`config.mk`:
```
export PLATFORM = sky130hd
export DESIGN_NAME = stable_insertion_sorter
export DESIGN_NICKNAME = d
export VERILOG_FILES = /design/src/rtl/sis_pkg.sv /design/src/rtl/sis_cell.sv /design/src/rtl/stable_insertion_sorter.sv
export VERILOG_INCLUDE_DIRS = /design/src /design/src/rtl
export SDC_FILE = /design/constraint.sdc
export NUM_CORES = 2
export LEC_CHECK = 0
export ABC_CLOCK_PERIOD_IN_PS = 5220
export BUFFER_PORTS_ARGS = -buffer_cell sky130_fd_sc_hd__buf_4
export CAP_MARGIN = 30
export CORE_MARGIN = 10
export CORE_UTILIZATION = 50
export CTS_BUF_LIST = sky130_fd_sc_hd__clkbuf_4
export DETAILED_ROUTE_END_ITERATION = 16
export PLACE_DENSITY_LB_ADDON = 0.2
export SLEW_MARGIN = 30
export SYNTH_ARGS = -nofsm -noshare
export SYNTH_HDL_FRONTEND = slang
export SYNTH_HIERARCHICAL = 1
export SYNTH_SLANG_ARGS = --single-unit
```
`constraint.sdc`:
```
create_clock -name clock -period 5.22 [get_ports clock]
set_clock_uncertainty 0.05 [all_clocks]
set_input_delay 0.522 -clock clock [delete_from_list [all_inputs] [get_ports clock]]
set_output_delay 0.522 -clock clock [all_outputs]
set_load 0.01 [all_outputs]
```
`src/rtl/stable_insertion_sorter_defines.svh`:
```
// Assertion macros used by the sorter RTL.
`ifndef STABLE_INSERTION_SORTER_DEFINES_SVH
`define STABLE_INSERTION_SORTER_DEFINES_SVH

// Check that a condition implies a consequence in the next cycle.
`define SIS_ASSERT_NEXT(label, clk, rst, cond, cons) \
   label: assert property (@(posedge clk) disable iff (rst) (cond) |=> (cons)) \
      else $error("sorter check failed in the cycle after the trigger");

// Check that a condition implies a consequence in the same cycle.
`define SIS_ASSERT_SAME(label, clk, rst, cond, cons) \
   label: assert property (@(posedge clk) disable iff (rst) (cond) |-> (cons)) \
      else $error("sorter check failed");

`endif

```
`src/rtl/sis_pkg.sv`:
```
package sis_pkg;

   localparam int DATA_W = 32;

   typedef logic signed [DATA_W-1:0] sis_data_type;

   typedef enum logic {
      SIS_FILL,
      SIS_DRAIN
   } sis_state_type;

   typedef struct packed {
      logic insert;
      logic shift_down;
   } sis_cmd_type;

endpackage

```
`src/rtl/sis_cell.sv`:
```
module sis_cell
   import sis_pkg::*;
(
   input  logic         clock,
   input  sis_cmd_type  cmd,
   input  sis_data_type new_value,
   input  logic         occupied,
   input  logic         prev_after,
   input  sis_data_type prev_value,
   input  sis_data_type next_value,
   output sis_data_type value,
   output logic         after
);

   sis_data_type value_ff;
   sis_data_type value_in;

   always_comb begin
      after = !occupied || (value_ff > new_value);
   end

   always_comb begin
      priority if (cmd.shift_down) begin
         value_in = next_value;
      end else if (cmd.insert && prev_after) begin
         value_in = prev_value;
      end else if (cmd.insert && after) begin
         value_in = new_value;
      end else begin
         value_in = value_ff;
      end
   end

   always_ff @(posedge clock) begin
      value_ff <= value_in;
   end

   assign value = value_ff;

endmodule

```
`src/rtl/stable_insertion_sorter.sv`:
```
// Insertion: one input transfer per cycle while filling; a value lands in the cell chain
// at the next edge unless the store is full; then it is dropped and the overflow
// flag is set. After the last item, results start in the next cycle, one per cycle
// while rsp_tready is high, as the chain shifts toward cell 0; no input is taken
// while draining. CAPACITY sets the chain length.
// Reset (synchronous, active high) empties the store and clears the overflow flag;
// cell contents are not reset.
`include "stable_insertion_sorter_defines.svh"

module stable_insertion_sorter
   import sis_pkg::*;
#(
   parameter int CAPACITY = 16
)
(
   input  logic        clock,
   input  logic        reset,
   input  logic        req_tvalid,
   output logic        req_tready,
   input  logic [31:0] req_tdata,  // [31:0] value
   input  logic        req_tlast,
   output logic        rsp_tvalid,
   input  logic        rsp_tready,
   output logic [31:0] rsp_tdata,  // [31:0] sorted_value
   output logic        rsp_tlast,
   output logic        rsp_tuser   // [0] overflow
);

   localparam int CNT_W = $clog2(CAPACITY + 1);

   sis_state_type   state_ff;
   sis_state_type   state_in;
   logic [CNT_W-1:0] count_ff;
   logic [CNT_W-1:0] count_in;
   logic            dropped_ff;
   logic            dropped_in;

   logic            req_fire;
   logic            rsp_fire;
   logic            full;
   sis_cmd_type     cmd;
   sis_data_type    new_value;

   sis_data_type    cell_value [CAPACITY];
   logic            cell_after [CAPACITY];
   logic            cell_occ   [CAPACITY];

   assign new_value = sis_data_type'(req_tdata);
   assign full      = (count_ff == CNT_W'(CAPACITY));
   assign req_fire  = req_tvalid && req_tready;
   assign rsp_fire  = rsp_tvalid && rsp_tready;

   always_comb begin
      cmd.insert     = req_fire && !full;
      cmd.shift_down = rsp_fire;
   end

   for (genvar i = 0; i < CAPACITY; i++) begin : g_cell
      sis_data_type prev_value;
      sis_data_type next_value;
      logic         prev_after;

      assign cell_occ[i] = (count_ff > CNT_W'(i));

      if (i == 0) begin : g_head
         assign prev_value = new_value;
         assign prev_after = 1'b0;
      end else begin : g_body
         assign prev_value = cell_value[i-1];
         assign prev_after = cell_after[i-1];
      end

      if (i == CAPACITY - 1) begin : g_tail
         assign next_value = cell_value[i];
      end else begin : g_inner
         assign next_value = cell_value[i+1];
      end

      sis_cell u_cell (
         .clock      (clock),
         .cmd        (cmd),
         .new_value  (new_value),
         .occupied   (cell_occ[i]),
         .prev_after (prev_after),
         .prev_value (prev_value),
         .next_value (next_value),
         .value      (cell_value[i]),
         .after      (cell_after[i])
      );
   end

   always_comb begin
      state_in = state_ff;
      unique case (state_ff)
         SIS_FILL: begin
            if (req_fire && req_tlast) begin
               state_in = SIS_DRAIN;
            end
         end
         SIS_DRAIN: begin
            if (rsp_fire && rsp_tlast) begin
               state_in = SIS_FILL;
            end
         end
         default: state_in = SIS_FILL;
      endcase
   end

   always_comb begin
      count_in   = count_ff;
      dropped_in = dropped_ff;
      if (cmd.insert) begin
         count_in = count_ff + CNT_W'(1);
      end
      if (req_fire && full) begin
         dropped_in = 1'b1;
      end
      if (rsp_fire) begin
         count_in = count_ff - CNT_W'(1);
         if (rsp_tlast) begin
            dropped_in = 1'b0;
         end
      end
   end

   always_comb begin
      req_tready = (state_ff == SIS_FILL);
      rsp_tvalid = (state_ff == SIS_DRAIN);
      rsp_tdata  = 32'(cell_value[0]);
      rsp_tlast  = (count_ff == CNT_W'(1));
      rsp_tuser  = dropped_ff;
   end

   always_ff @(posedge clock) begin
      if (reset) begin
         state_ff   <= SIS_FILL;
         count_ff   <= '0;
         dropped_ff <= 1'b0;
      end else begin
         state_ff   <= state_in;
         count_ff   <= count_in;
         dropped_ff <= dropped_in;
      end
   end

   `SIS_ASSERT_SAME(a_drain_not_empty, clock, reset, state_ff == SIS_DRAIN, count_ff != '0)
   `SIS_ASSERT_NEXT(a_drop_sets_flag, clock, reset, req_fire && full, dropped_ff)
   `SIS_ASSERT_NEXT(a_last_starts_drain, clock, reset, req_fire && req_tlast, state_ff == SIS_DRAIN)
   `SIS_ASSERT_NEXT(a_final_result_empties, clock, reset, rsp_fire && rsp_tlast, state_ff == SIS_FILL && count_ff == '0 && !dropped_ff)

endmodule
```
======== After elaboration in Yosys (flattened, before gate mapping) ========
Cells that the tools add are included.
cells by class
  add/sub/neg operators ................... 2
  order comparisons ....................... 32
  equality and inequality tests ........... 2
  multiplexer cells ....................... 54
  bitwise logic cells ..................... 2
  reductions and logical operators ........ 73
operators with widths
  operator                                                        count
  2-to-1 mux 32 bit                                               46
  greater-than comparator 32 bit                                  16
  nonzero test 3 bit                                              14
  greater-than comparator 5 x 4 -> 1 bit (second input constant)  8
  logical AND 1 bit                                               22
  greater-than comparator 5 x 3 -> 1 bit (second input constant)  4
  logical NOT 1 bit                                               17
  logical OR 1 bit                                                16
  greater-than comparator 5 x 1 -> 1 bit (second input constant)  2
  greater-than comparator 5 x 2 -> 1 bit (second input constant)  2
  2-to-1 mux 5 bit                                                2
  nonzero test 2 bit                                              3
  adder 5 x 1 -> 5 bit (second input constant)                    1
  equality test 5 x 1 -> 1 bit (second input constant)            1
  equality test 5 bit (second input constant)                     1
  2-to-1 mux 1 bit                                                5
  subtractor 5 x 1 -> 5 bit (second input constant)               1
  NOT 1 bit                                                       2
  case mux 1 bit (2 select lines)                                 1
  AND reduction 2 bit                                             1
storage, ports and cells
  register bits after elaboration ......... 519
  input port bits ......................... 37

======== Depth between registers and ports, before layout ========
  depth after elaboration ................. 7
  depth in mapped cells ................... 12

======== Cells and area by module ========
Netlist, hierarchy kept.
modules (own cells, without submodules)
  module                            instances  cells an instance  area an instance (µm²)  sequential area each (µm²)
  sis_cell at g_cell[0].u_cell ...  15         259                2493.6                  960.9
  sis_cell at g_cell[15].u_cell     1          260                2502.4                  960.9
  stable_insertion_sorter           1          89                 690.7                   140.1

======== Worst setup path after synthesis ========
OpenSTA, ideal clock, no wires.
  path kind ............................... reg2reg
  start ................................... reg count_ff[1]
  end ..................................... reg g_cell[0].u_cell.value_ff[0], enable pin
  library setup time ...................... 0.442 ns
  arrival time ............................ 3.917 ns
  setup slack ............................. 0.811 ns
  stages on the path, launching flop included .. 7
  period minus slack after synthesis ...... 4.409 ns
  cells stage by stage .................... dfxtp_1 -> inv_1 -> ha_1 -> nand4bb_4 -> and2_1 -> inv_1 -> o41ai_2
RTL lines
  what                      RTL line                        text
  start: declaration        stable_insertion_sorter.sv:33   logic [CNT_W-1:0] count_ff;
  start signal: assignment  stable_insertion_sorter.sv:141  count_ff <= count_in;
  end signal: assignment    sis_cell.sv:35                  value_ff <= value_in;
  end: declaration          sis_cell.sv:15                  sis_data_type value_ff;

==> reports/qor.csv <==
metric,value,unit
status,"finished, violations left",
failing checks,max-slew violations,
Port Buffers,72,
CTS tree,built,
Post CTS Setup Buffer Count,0,
Via density,5.75,
DR vias,31900,
initial antenna violation count,1,
WL final,104000,µm
CP max stage cell,nor2_2,
# clock sinks,519,
crit path launch type,register,
root buffer cell,clkbuf_4,
# IOs,73,
Global Route Usage Sum,21.7,%
Max Cap Viol,0,
Die X,305,µm
Tcrit/Tclk final,79.5,%
"commonest non-fill, non-tap cell in the layout",nand2_1,
cell area after placement,42900,µm²
post-synthesis instance total,4230,
die area,92900,µm²
Mapped Area,40600,µm²
HP Class,in -> reg,
DP Worst Slack,594,ps
Synth Warn #,6,
Setup CP Type,reg -> reg,
share of post-route cells with drive strength above 1,10.9,%
post-route ant nets,0,
Die Span Y,305,µm
setup ws final,1070,ps
Top delay family on crit path,simple AND/OR/NAND/NOR gates,
reg2reg path depth,12,
CTS Buf Count,150,
largest net degree at the start of global routing,158,
Worst-Margin Slew,1980,ps
Leakage,20.8,nW
"CTS clk-pin slew, worst paths",70,ps
vias in the first global route,31600,
WP data arrival,4710,ps
min cycle time layout,4150,ps
Max stage delay on crit path,730,ps
fin cells,5547,
Synth Area per Inst,9.59,µm²
post-placement cell count,5283,
CTS Buffer Depth,3,
Gate power share,32.9,%
min-delay src,req_tdata[19],
DR iter-0 viols,2304,
DP HPWL,76900,µm
Sw Pwr,6.10,mW
cell-internal power,10.4,mW
Layout Nets,4937,
Tot Pwr,16.5,mW
pwr dens,369,nW/µm²
Final Hold Violating Endpoints,0,
Initial Util,50.4,%
Worst Setup SP,g_cell[14].u_cell/value[27]$_DFFE_PP_,
"Area growth, synth to finish",10.4,%
first-pass GRT wire length,168000,µm
Reg power frac,43.6,%
Final Max Slew Viols,33,
Max Clk Rate,241,MHz
worst vdd ir,0.000173,V
gp weighted congestion,0.860,
Pre-Repair DR Iteration Count,5,
critical path buffer and inverter count,1,
Worst path depth,12,
"Clk Latency, worst-skew pair",960,ps
residual DRC count,0,
global route overflow,0,
critical path peak fanout,17,
most frequent cells in the layout,"nand2_1 (646), o21ai_0 (583), inv_1 (534)",
"Cell Chain, Critical Path",ha_1 -> nand4_1 -> or4_1 -> nor2b_4 -> a31oi_4 -> a2111oi_2 -> o31ai_1 -> nor2_1 -> nand2_1 -> o22ai_1 -> nor2_2 -> buf_4,
Setup crit end kind,register,
detail-routed net length per standard cell,18.7,µm
Slew Limit Headroom,-32.1,%
Row Count,104,
Core Box Area,80400,µm²
final instance area,44800,µm²
power share of the clock group,23.5,%
Critical Path RT,5780,ps
worst r2r src,g_cell[14].u_cell/value[27]$_DFFE_PP_,
Setup TNS,0,ps
final setup fails,0,
Switching Fraction,36.9,%
"Gates resized, CTS repair",0,
Hold Buf Count CTS,7,
worst hold path stage count,3,
RSZ-0062 raised after global routing,false,
CTS H-tree lvls,4,
metrics by stage:
stage / hold WS [ps] / utilization (%)
6_report: 112 / 55.7
3_5_place_dp: 528 / 53.3
3_3_place_gp: 528 / 53.2
4_1_cts: 0.862 / 55.7
5_1_grt: 42.7 / 55.7
2_1_floorplan: 497 / -
worst paths after layout:
path	end	slack, ps
max reg2reg	g_cell[15].u_cell/value[3]$_DFFE_PP_	1070
min reg2reg	g_cell[1].u_cell/value[31]$_DFFE_PP_	540
min	g_cell[15].u_cell/value[19]$_DFFE_PP_	110
max	g_cell[15].u_cell/value[3]$_DFFE_PP_	1070
layer usage:
layer,wire length [µm],global-route usage (%)
met5,0,0
met4,1670,5.55
met3,4710,3.15
met2,48900,35.7
met1,48500,29.4
sequential cells by signal (all words and copies together), names as in the netlist:
| signal | count |
|---|---|
| rsp_tvalid | 1 |
| g_cell.u_cell/value | 512 |
| count_ff | 5 |
| rsp_tuser | 1 |
final cells by class:
cell class / count / area [µm²]
multi-input cells: 3012 / 22600
repair buffers: 164 / 1470
clock buffers: 215 / 1610
well taps: 1060 / 1330
flip-flops and latches: 519 / 15500
fillers: 7290 / 35600
clock inverters: 41 / 238
inverters: 535 / 2020
diodes: 1 / 2.50
worst reg2reg max path, cell delays in order, from the launching register on:
cell	delay (ps)
edfxtp_1	420
ha_1	360
nand4_1	140
or4_1	630
nor2b_4	180
a31oi_4	150
a2111oi_2	90
o31ai_1	380
nor2_1	90
nand2_1	120
o22ai_1	90
nor2_2	730
buf_4	400
power groups by stage:
| stage | registers [mW] | clock network, mW | logic [mW] |
|---|---|---|---|
| 6_report | 7.21 | 3.88 | 5.45 |
| 5_1_grt | 7.37 | 4.21 | 6.17 |
| 4_1_cts | 7.23 | 4.01 | 5.42 |
| 3_5_place_dp | 7.29 | 0 | 5.38 |
| 3_3_place_gp | 7.32 | 0 | 5.16 |
| 2_1_floorplan | 6.90 | 0 | 3.83 |
Power figures use the tool's default switching activity.
